[config.mk]
export PLATFORM = sky130hd
export DESIGN_NAME = rbmi_ctrl
export DESIGN_NICKNAME = d
export VERILOG_FILES = /design/src/rtl/rbmi_pkg.sv /design/src/rtl/rbmi_ctrl.sv
export SDC_FILE = /design/constraint.sdc
export NUM_CORES = 1
export LEC_CHECK = 0
export ABC_AREA = 1
export ABC_CLOCK_PERIOD_IN_PS = 3150
export BUFFER_PORTS_ARGS = -buffer_cell sky130_fd_sc_hd__buf_2
export CORE_UTILIZATION = 53
export CTS_CLUSTER_DIAMETER = 80
export DETAILED_ROUTE_END_ITERATION = 7
export PLACE_DENSITY = 0.82
export SLEW_MARGIN = 15
export SYNTH_ARGS = -nofsm -noshare
export SYNTH_HDL_FRONTEND = slang
export SYNTH_SLANG_ARGS = --single-unit
[constraint.sdc]
create_clock -name clk -period 3.15 [get_ports clk]
set_input_delay 0.63 -clock clk [delete_from_list [all_inputs] [get_ports clk]]
set_output_delay 0.63 -clock clk [all_outputs]
set_load 0.02 [all_outputs]
[src/rtl/rbmi_pkg.sv]
// Package for the rigid body motion integrator: op codes, controller states,
// and the command/status structs shared by controller and datapath.
// No dependencies.
package rbmi_pkg;

  typedef enum logic [2:0] {
    OP_TICK    = 3'd0,
    OP_ACCEL   = 3'd1,
    OP_IMPULSE = 3'd2,
    OP_SET_VEL = 3'd3,
    OP_SET_SPN = 3'd4,
    OP_SET_POS = 3'd5,
    OP_SET_ROT = 3'd6,
    OP_NONE    = 3'd7
  } op_t;

  // Datapath micro-operations issued by the controller.
  typedef enum logic [3:0] {
    UOP_IDLE,
    UOP_LOAD,
    UOP_ACCEL_SUM,
    UOP_VEL_MUL,
    UOP_LIN_DIV,
    UOP_ROT_MUL,
    UOP_ANG_DIV,
    UOP_POS_MUL,
    UOP_IMP_DIV,
    UOP_SETS,
    UOP_FINISH
  } uop_t;

  typedef enum logic [3:0] {
    ST_IDLE,
    ST_ACCEL,
    ST_VEL,
    ST_LDIV,
    ST_ROT,
    ST_ADIV,
    ST_POS,
    ST_IDIV,
    ST_SETS,
    ST_FIN,
    ST_OUT
  } state_t;

  typedef struct packed {
    uop_t       uop;
    logic [1:0] axis;
    logic       start;
  } cmd_t;

  typedef struct packed {
    logic busy;
    logic accel_nz;
    logic spin_nz;
    logic lin_on;
    logic ang_on;
    logic dt_nz;
  } status_t;

  localparam int CFG_MASS = 0;
  localparam int CFG_LIN  = 1;
  localparam int CFG_ANG  = 2;

endpackage

[src/rtl/rbmi_ctrl.sv]
// Controller state machine: sequences one item through the datapath.
// Depends on rbmi_pkg.
module rbmi_ctrl import rbmi_pkg::*; (
  input  logic    clk,
  input  logic    rst,
  input  logic    in_fire,
  input  logic [2:0] in_op,
  input  logic    out_fire,
  input  status_t status,
  output cmd_t    cmd,
  output logic    in_ready,
  output logic    out_valid
);

  state_t state, state_next;
  logic [1:0] axis, axis_next;
  logic [2:0] op;
  logic issued, issued_next;

  always_ff @(posedge clk) begin
    if (rst) begin
      state  <= ST_IDLE;
      axis   <= 2'd0;
      issued <= 1'b0;
    end else begin
      state  <= state_next;
      axis   <= axis_next;
      issued <= issued_next;
    end
  end

  always_ff @(posedge clk) begin
    if (in_fire) op <= in_op;
  end

  // Next state: multi-cycle steps wait for the divider, per axis.
  always_comb begin
    state_next  = state;
    axis_next   = axis;
    issued_next = 1'b0;
    case (state)
      ST_IDLE: if (in_fire) begin
        axis_next = 2'd0;
        case (in_op)
          OP_TICK:    state_next = ST_ACCEL;
          OP_IMPULSE: state_next = ST_IDIV;
          default:    state_next = ST_SETS;
        endcase
      end
      ST_ACCEL: begin
        if (!status.dt_nz) state_next = ST_FIN;
        else if (status.accel_nz) state_next = ST_VEL;
        else if (status.lin_on) state_next = ST_LDIV;
        else if (status.spin_nz) state_next = ST_ROT;
        else state_next = ST_POS;
      end
      ST_VEL: begin
        if (status.lin_on) state_next = ST_LDIV;
        else if (status.spin_nz) state_next = ST_ROT;
        else state_next = ST_POS;
      end
      ST_LDIV, ST_ADIV, ST_IDIV: begin
        issued_next = 1'b1;
        if (issued && !status.busy) begin
          issued_next = 1'b0;
          if (axis == 2'd2) begin
            axis_next = 2'd0;
            case (state)
              ST_LDIV: state_next = status.spin_nz ? ST_ROT : ST_POS;
              ST_ADIV: state_next = ST_POS;
              default: state_next = ST_FIN;
            endcase
          end else begin
            axis_next = axis + 2'd1;
            issued_next = 1'b0;
          end
        end
      end
      ST_ROT:  state_next = status.ang_on ? ST_ADIV : ST_POS;
      ST_POS:  state_next = ST_FIN;
      ST_SETS: state_next = ST_FIN;
      ST_FIN:  state_next = ST_OUT;
      ST_OUT:  if (out_fire) state_next = ST_IDLE;
      default: state_next = ST_IDLE;
    endcase
  end

  // Outputs: command to the datapath and handshake flags.
  always_comb begin
    cmd.uop   = UOP_IDLE;
    cmd.axis  = axis;
    cmd.start = 1'b0;
    in_ready  = (state == ST_IDLE);
    out_valid = (state == ST_OUT);
    case (state)
      ST_IDLE:  cmd.uop = in_fire ? UOP_LOAD : UOP_IDLE;
      ST_ACCEL: cmd.uop = UOP_ACCEL_SUM;
      ST_VEL:   cmd.uop = UOP_VEL_MUL;
      ST_LDIV: begin cmd.uop = UOP_LIN_DIV; cmd.start = !issued; end
      ST_ROT:   cmd.uop = UOP_ROT_MUL;
      ST_ADIV: begin cmd.uop = UOP_ANG_DIV; cmd.start = !issued; end
      ST_POS:   cmd.uop = UOP_POS_MUL;
      ST_IDIV: begin cmd.uop = UOP_IMP_DIV; cmd.start = !issued; end
      ST_SETS:  cmd.uop = (op == OP_NONE) ? UOP_IDLE : UOP_SETS;
      ST_FIN:   cmd.uop = UOP_FINISH;
      default:  cmd.uop = UOP_IDLE;
    endcase
  end

`ifndef SYNTH
  a_out_one_cycle: assert property (@(posedge clk) disable iff (rst)
    out_fire |=> state == ST_IDLE) else $error("result not retired");
  a_no_accept_busy: assert property (@(posedge clk) disable iff (rst)
    in_fire |-> state == ST_IDLE) else $error("accepted while busy");
  a_axis_range: assert property (@(posedge clk) disable iff (rst)
    axis != 2'd3) else $error("axis out of range");
`endif

endmodule

* Yosys cells after proc, flatten, opt, wreduce, memory -nomap -nowiden
Cells that the tools add are included.
** Operators by class
- Add/sub/neg operators :: 1
- Eq/ne operators :: 17
- Muxes and demuxes :: 21
- Bitwise operators :: 1
- Reduce and logical (&&, ||, !) cells :: 11
** Operators with widths (count)
- 4-bit case mux with 10 select lines :: 1
- 4-bit case mux with 8 select lines :: 1
- 4-bit 2-to-1 mux :: 6
- 4-bit by 3-bit equality test with 1-bit output (second input constant) :: 4
- 4-bit case mux with 2 select lines :: 2
- 4-bit equality test (second input constant) :: 3
- 2-bit 2-to-1 mux :: 5
- 4-bit by 2-bit equality test with 1-bit output (second input constant) :: 2
- 3-bit 2-to-1 mux :: 2
- 4-bit by 1-bit equality test with 1-bit output (second input constant) :: 1
- 4-bit logical NOT :: 1
- 2-bit by 1-bit != test with 1-bit output (second input constant) :: 2
- 2-bit != test (second input constant) :: 2
- 2-bit case mux with 2 select lines :: 1
- 4-bit AND reduction :: 1
- 2-bit OR reduction :: 2
- 3-bit by 2-bit equality test with 1-bit output (second input constant) :: 1
- 3-bit equality test (second input constant) :: 1
- 3-bit logical NOT :: 1
- 1-bit 2-to-1 mux :: 3
- 3-bit AND reduction :: 1
- 3-bit OR reduction :: 1
- 2-bit by 1-bit adder with 2-bit output (second input constant) :: 1
- 2-bit equality test (second input constant) :: 1
- other kinds (4) :: 5
** Word-level totals
- Bits in registers :: 10
- Bits of input ports :: 13
- Output and inout bits :: 9
- Word-level logic and storage cells :: 55

* Longest topological paths before layout
Gate-level depths: netlist of run 1.
- Depth after elaboration :: 5
- Mapped depth :: 9
- Gate-level depth less buffers :: 9

* Worst setup path before layout of run 1
OpenSTA, ideal clock, no wires.
- Path kind :: reg2out
- Start point :: register state[1]
- End point :: output port cmd[6] in the netlist's numbering
- Arrival time :: 1.134 ns
- Data required time :: 2.520 ns
- Setup slack :: 1.386 ns
- Cell stages (with the launch flop) :: 5
- Path buffers :: 0
- Cell sequence :: dfxtp_1 -> nor2_2 -> nand2_1 -> a31o_2 -> o211ai_1
** RTL lines
- start: declaration :: RTL line rbmi_ctrl.sv:15 : state_t state, state_next;
- start signal: assignment :: RTL line rbmi_ctrl.sv:26 : state <= state_next;
- end: declaration :: RTL line rbmi_ctrl.sv:10 : output cmd_t cmd,

==> summary.md, run 1 <==
| Metric | Value |
|---|---|
| Global-route wire length before repair | 2760 um |
| Unrepaired setup endpoints after global routing | false |
| Post-Syn Area per Cell | roughly 6 um2 |
| Setup crit start kind | flip-flop |
| H-Tree Level Count | 1 |
| Cell accounting for the most synthesized area | nand2_1 |
| Vias in the first global route | 656 |
| DRC viols | 0 |
| Worst path slowest cell | nor2_1 |
| Half-perimeter wire length after detailed placement | about 1400 um |
| Number of hold-slack violations in the final timing report | 0 |
| CP max FO | 11 |
| Die Span X | slightly below 40 um |
| CTS tree | yes |
| Count of antenna diodes in the layout | 0 |
| Average routed wire per standard cell | 11.3 um |
| Number of buffers created by CTS | 3 |
| Largest clock skew in the final design | approximately 0.0044 ns |
| Synthesis-to-finish area growth | 20.4% |
| Net count of the mapped netlist | around 140 |
| Met1 Track Usage GR | roughly a third |
| Number of buffers on the longest clock path | 2 |
| Dpl cell area | between 800 and 900 um2 |
| Number of maximum-capacitance constraint violations | 0 |
| Most Used Layer, Global Route | met2 |
| Gate family responsible for the most delay along the worst path | simple AND/OR/NAND/NOR gates |
| Drt via density | between 5 and 6 |
| Run status | finished clean |
| Power per Cell Area | around 860 nW/um2 |
| Area of the core region | around 1300 um2 |
| Most frequent cells in the layout | nand2_1, buf_2, inv_1, nor2_1, nand3_1 |
| Nets@finish | roughly 160 |
| Share of post-route cells with drive strength above 1 | around 26% |
| Relative slew slack | between 50% and 60% |
| Share of Yosys cell area claimed by the top area cell type | a little over a fifth |
| Met2 track demand over resource | 41.8% |
| Detailed router's first-iteration violation count | 45 |
| CP endpoint kind | output port |
| # rows | 13 |
| Required time worst endpoint | 2.52 ns |
| Count of input and output buffers | 21 |
| Antenna-violating nets left | 0 |
| Pin slew with the least headroom to its limit | 0.704 ns |
| Kind of critical path | reg -> out |
| Number of gates resized after CTS | 0 |
| Setup Viol. Count Final | 0 |
| Most common cell after layout, fill and taps aside | nand2_1 |
| Maximum number of pins on one net before global-route repair | 12 |
| Clock transition at the register clock pins on the worst setup and hold paths after CTS | around 0.07 ns |
| Leakage component of the power | between 0.4 and 0.5 nW |
| GRT Resource Usage Total | roughly 27% |
| I/O Pins | 22 |
| Final routed wirelength across all metal layers | around 1900 um |
| Register bit count reported by yosys | 10 |
| Clock network latency to the later pin of the worst-skew pair | 0.27 ns |
| Area contributors post-synth | nand2_1, dfxtp_1, edfxtp_1, nand3_1, inv_1 |
| Die height | between 30 and 40 um |
| Number of max-slew violations in the final report | 0 |
| Minimum clock period | about 2.3 ns |
| Total power consumption of the routed design | roughly 770 uW |
| Setup repair bufs after CTS | 0 |
| Number of instances in the synthesized netlist | about 130 |
| Post-synthesis sequential area ratio | 30.8% |
| Netlist area before placement | 747 um2 |
| Initial antenna violation count | 0 |
| Full die area | approximately 1600 um2 |
| Total overflow reported by the global router | 0 |
| Part of the cycle the worst path needs | between 70% and 80% |
| Final instance area | ~900 um2 |
| Crit path buf inv count | 1 |
| Highest ir drop seen on vdd | between 0.0005 and 0.0006 V |
| Met3 usage in global routing | 6.82% |
| Cts-stage hold buffer count | 0 |
| Vias | 860 |
| Post-Route Setup TNS | 0 ns |
| Clk sinks | 10 |
| Largest incremental delay on the critical path | a little under 0.6 ns |
| Iteration count of the initial detailed-routing pass | 4 |
| Yosys Warn Count | 0 |
| Cells along the critical path | nor2_1 > nand2_1 > o21ai_0 > buf_2 |
| Clock tree root driver cell | clkbuf_4 |
| Starting density of the core | 57.4% |
| Path type of the worst min-delay path | reg -> reg |
| Arrival time at the worst endpoint | roughly 1.7 ns |
| RePlAce Congestion | between 0.8 and 0.9 |
| Count of different cell masters after synthesis | 19 |
| Maximum clock frequency | about 440 MHz |
[registers in the layout, summed over array words and instances, names as in the netlist]
name and cells:
state 4, issued 1, axis 2, op 3
[metal layers]
layer | routed length (um) | up-vias
li1 | - | 446
met1 | 819 | 383
met2 | 897 | 29
met3 | 127 | 2
met4 | 12 | 0
met5 | 0 | -
[metrics by stage]
step / hold WS [ns] / worst slack, ns / utilization, % / cells
after floorplan: 0.476 / 1.39 / - / 125
after global placement: 0.482 / 1.27 / 66.3 / 160
after detailed placement: 0.491 / 1.21 / 66.3 / 160
after CTS: 0.501 / 0.901 / 69.1 / 164
after global routing: 0.543 / 0.778 / 69.1 / 164
final: 0.501 / 0.874 / 69.1 / 164
[worst register-to-register path, stage by stage, from the launching register on]
cell and delay [ns]:
dfxtp_1 0.37, nor2_1 0.58, nand2_2 0.18, nor2_1 0.15
nand2_1 0.08, nand2_1 0.07, o21ai_1 0.06, a21oi_1 0.12
[synthesized netlist by cell type]
cell      number
nand3_1       13
nand3b_1       2
o21ai_1        3
nor2_2         4
nand2_1       42
a31o_2         1
nor3_1         2
edfxtp_1       3
nand2_2        3
dfxtp_1        7
nor2_4         1
a21oi_1        6
a211oi_1       1
inv_1         15
buf_4          1
nor2_1        13
o211ai_1       2
o21ai_0        2
inv_2          4
[power breakdown]
group | switching (mW) | internal [mW]
registers | 0.0331 | 0.156
clock network | 0.0480 | 0.0702
logic | 0.315 | 0.149
[cells by family (layout without fill, tap and decap cells)]
| family | after synthesis | count (layout) | share of synthesized area [%] |
|---|---|---|---|
| compound gates | 15 | 15 | 11.6 |
| simple gates | 80 | 80 | 47.1 |
| buf+inv | 20 | 44 | 10.6 |
| flops | 10 | 10 | 30.8 |
[path summary, 6_finish.rpt]
| kind | slack, ns | from | endpoint | cells past startpoint |
|---|---|---|---|---|
| worst min-delay path | 0.50 | axis[0] | axis[0] | 2 |
| worst max-delay path | 0.87 | state[3] | cmd[5] | 4 |
| worst min register to register | 0.50 | axis[0] | axis[0] | 2 |
| worst max register to register | 1.48 | state[3] | state[2] | 7 |
[layout make-up]
| cell class | instances | area [um2] |
|---|---|---|
| Clock buffer | 4 | 36.3 |
| Fill cell | 128 | 402 |
| Inverter | 19 | 71.3 |
| Multi-Input combinational cell | 95 | 438 |
| Sequential cell | 10 | 230 |
| Tap cell | 15 | 18.8 |
| Timing Repair Buffer | 21 | 105 |
No activity file was read; power rests on OpenSTA's default activity.
==> run 2, diff against run 1 <==
--- a/config.mk
+++ b/config.mk
@@ -5,13 +5,13 @@
 export SDC_FILE = /design/constraint.sdc
 export NUM_CORES = 1
 export LEC_CHECK = 0
-export ABC_AREA = 1
-export ABC_CLOCK_PERIOD_IN_PS = 3150
+export ABC_AREA = 0
+export ABC_CLOCK_PERIOD_IN_PS = 2130
 export BUFFER_PORTS_ARGS = -buffer_cell sky130_fd_sc_hd__buf_2
-export CORE_UTILIZATION = 53
+export CORE_UTILIZATION = 50
 export CTS_CLUSTER_DIAMETER = 80
 export DETAILED_ROUTE_END_ITERATION = 7
-export PLACE_DENSITY = 0.82
+export PLACE_DENSITY = 0.77
 export SLEW_MARGIN = 15
 export SYNTH_ARGS = -nofsm -noshare
 export SYNTH_HDL_FRONTEND = slang
==> constraint.sdc (replaced) <==
create_clock -name clk -period 2.13 [get_ports clk]
set_input_delay 0.426 -clock clk [delete_from_list [all_inputs] [get_ports clk]]
set_output_delay 0.426 -clock clk [all_outputs]
set_load 0.02 [all_outputs]
==> summary.md, run 2 <==
| Metric | Value |
|---|---|
| Run status | finished clean |
| Sequential share of power | 28.6% (+4.1 points) |
| Internal Power | 564 uW (+50%) |
| Most frequent cells in the layout | buf_2, nor2_1, a21oi_1, nand2_1 |
| Number of synthesized flops with an enable pin | 3 (unchanged) |
| Clock network latency to the later pin of the worst-skew pair | 0.28 ns (about the same) |
| # rows | 13 (unchanged) |
| Area contributors post-synth | dfxtp_1, edfxtp_1, a21oi_1, nor2_1, nand3_1 |
| Flip-flop count of the largest register, all copies and words added | 4 (unchanged) |
| Antenna-violating nets left | 0 (unchanged) |
| Fraction of registers with async set/reset | 0% (unchanged) |
| Most common cell after layout, fill and taps aside | buf_2 |
| Top register by number of flip-flops | state |
| Half-perimeter wire length after detailed placement | 1400 um (-2.4%) |
| Fraction of power spent switching nets | 49.7% (-1.7 points) |
| Total overflow reported by the global router | 0 (unchanged) |
| Cells along the critical path | nor2_1 > a221oi_1 > buf_2 |
| H-Tree Level Count | 1 (unchanged) |
| Number of maximum-capacitance constraint violations | 0 (unchanged) |
| Net count of the mapped netlist | 113 (-18%) |
| Pin slew with the least headroom to its limit | 0.640 ns (-0.0633 ns) |
| Count of antenna diodes in the layout | 0 (unchanged) |
| Cts-stage hold buffer count | 0 (unchanged) |
| Hold Slack | 0.347 ns (-0.154 ns) |
| Post-Syn Area per Cell | 7.71 um2 (+29%) |
| Die Span X | 41.3 um (+4.4%) |
| I/O Pins | 22 (unchanged) |
| Logic gate share of total power | 59.1% (-1.1 points) |
| Final instance area | 917 um2 (+1.9%) |
| Post-Route Setup TNS | 0 ns (unchanged) |
| Largest incremental delay on the critical path | 0.73 ns (+0.15 ns) |
| CTS tree | yes |
| Number of buffers on the longest clock path | 2 (unchanged) |
| Synthesis-to-finish area growth | 19.0% |
| Most Used Layer, Global Route | met2 |
| Detailed router's first-iteration violation count | 31 (-31%) |
| Required time worst endpoint | 1.70 ns (-0.82 ns) |
| DRC viols | 0 (unchanged) |
| Relative slew slack | 57.2% (+4.3 points) |
| Global-route wire length before repair | 2910 um (+5.5%) |
| Dpl cell area | 890 um2 (+3.0%) |
| Largest clock skew in the final design | 0.0100 ns (+0.00560 ns) |
| Count of input and output buffers | 21 (unchanged) |
| GRT Resource Usage Total | 26.5% (-0.35 points) |
| Top FF cell, synth | dfxtp_1 |
| Share of Yosys cell area claimed by the top area cell type | 18.2% (-2.9 points) |
| Starting density of the core | 56.4% (-0.99 points) |
| Setup crit start kind | flip-flop |
| Average routed wire per standard cell | 13.8 um (+22%) |
| Clock network fraction of total power | 12.2% (-3.1 points) |
| Clock transition at the register clock pins on the worst setup and hold paths after CTS | 0.07 ns (about the same) |
| Number of max-slew violations in the final report | 0 (unchanged) |
| Area of the core region | 1370 um2 (+5.0%) |
| Clock tree root driver cell | clkbuf_4 |
| Unrepaired setup endpoints after global routing | false |
| Cell accounting for the most synthesized area | dfxtp_1 |
| Maximum number of pins on one net before global-route repair | 21 (+9) |
| Leakage component of the power | 0.366 nW (-23%) |
| Registers with the highest flip-flop counts | state (4), op (3), axis (2) |
| Share of post-route cells with drive strength above 1 | 30.9% (+5.4 points) |
| Drt via density | 6.14 (+17%) |
| Post-synthesis sequential area ratio | 29.9% (-0.95 points) |
| Part of the cycle the worst path needs | 94.7% |
| Die height | 41.3 um (+4.4%) |
| CP endpoint kind | output port |
| Worst path slowest cell | dfxtp_1 |
| Final routed wirelength across all metal layers | 1900 um (+2.5%) |
| Count of different cell masters after synthesis | 39 (+20) |
| Full die area | 1700 um2 (+8.9%) |
| Cell types with the highest counts after synthesis | a21oi_1, nor2_1, nand2_1 |
| Register bit count reported by yosys | 10 (unchanged) |
| Netlist area before placement | 771 um2 (+3.2%) |
| Iteration count of the initial detailed-routing pass | 4 (unchanged) |
| Arrival time at the worst endpoint | 1.59 ns (-0.06 ns) |
| Number of buffers created by CTS | 3 (unchanged) |
| Gate family responsible for the most delay along the worst path | flip-flops |
| Nets@finish | 137 (-16%) |
| Setup Viol. Count Final | 0 (unchanged) |
| Maximum clock frequency | slightly below 500 MHz |
| Met1 Track Usage GR | 35.7% (+1.0 points) |
| Filler cell count in the final layout | 127 (-0.78%) |
| Path type of the worst min-delay path | in -> reg |
| Met3 usage in global routing | 9.78% (+3.0 points) |
| Switching component of the power | 557 uW (+41%) |
| Power per Cell Area | 1220 nW/um2 (+43%) |
| Clk sinks | 10 (unchanged) |
| Number of hold-slack violations in the final timing report | 0 (unchanged) |
| Minimum clock period | 2.02 ns |
| Yosys Warn Count | 0 (unchanged) |
| Met2 track demand over resource | 39.5% (-2.4 points) |
| Vias in the first global route | 669 (+2.0%) |
| Number of instances in the synthesized netlist | 100 (-20%) |
| CP max FO | 20 (+9) |
| Total power consumption of the routed design | 1.12 mW (+45%) |
| Highest ir drop seen on vdd | 0.000799 V (+51%) |
| RePlAce Congestion | 0.906 (+1.2%) |
| Crit path buf inv count | 1 (unchanged) |
| Kind of critical path | reg -> out |
| Initial antenna violation count | 0 (unchanged) |
| Vias | 847 (-1.5%) |
-- run 2: cell count changes in the layout (fill, tap and decap cells not counted), moves of 3 or more --
| cell | before | now |
|---|---|---|
| a21oi_1 | 6 | 10 |
| and2_1 | 0 | 3 |
| buf_4 | 0 | 3 |
| inv_1 | 15 | 2 |
| nand2_1 | 42 | 8 |
| nand2_2 | 3 | 0 |
| nand3_1 | 13 | 6 |
| nor2_1 | 13 | 10 |
| nor2_2 | 4 | 0 |
| nor2b_1 | 0 | 3 |
| nor4_1 | 0 | 3 |
| or3_1 | 0 | 3 |
-- run 2: layer usage --
layer / wire, um / up-vias
met2: 889 / 43
met3: 163 / 5
met5: 0 / -
met1: 830 / 379
li1: - / 420
met4: 19 / 0
-- run 2: cell type report --
type,instances,area [um2],share of cell area [%]
multi-input combinational,81,498,54.3
timing repair buffer,24,128,13.9
tap,15,18.8,2.05
clock buffer,3,22.5,2.46
sequential,10,231,25.2
inverter,4,15.0,1.64
clock inverter,1,3.75,0.409
-- run 2: logic make-up after synthesis --
logic type | share of synthesized area, %
AND/OR/NAND/NOR | 34.6
AO/OA/AOI/OAI | 28.9
buffers and inverters | 5.52
XOR/XNOR | 1.14
flip-flops | 29.9
-- run 2: repair_timing --
action,CTS,global route
resized for setup,0,1
buffers inserted,0,0
setup endpoints to repair,0,1
-- run 2: final timing paths --
kind	from	end	slack, ns	depth (start not counted)
worst max-delay path	state[3]	cmd[3]	0.11	3
worst min-delay path	in_op[0]	op[0]	0.35	1
worst max register to register	state[3]	state[2]	0.46	5
worst min register to register	axis[1]	axis[1]	0.52	2
-- run 2: per-stage QoR --
| step | utilization, % | instances | worst slack, ns |
|---|---|---|---|
| 2_1_floorplan | - | 100 | 0.310 |
| 3_3_place_gp | 65.1 | 134 | 0.405 |
| 3_5_place_dp | 65.1 | 134 | 0.360 |
| 4_1_cts | 67.0 | 138 | 0.0637 |
| 5_1_grt | 67.1 | 138 | 0.0134 |
| 6_report | 67.1 | 138 | 0.113 |
-- run 2: power groups by stage --
stage | clock, mW | sequential [mW] | combinational [mW]
global route | 0.147 | 0.332 | 0.735
global placement | 0 | 0.319 | 0.649
floorplan | 0 | 0.270 | 0.537
finish | 0.137 | 0.321 | 0.663
CTS | 0.138 | 0.318 | 0.658
detailed placement | 0 | 0.321 | 0.652
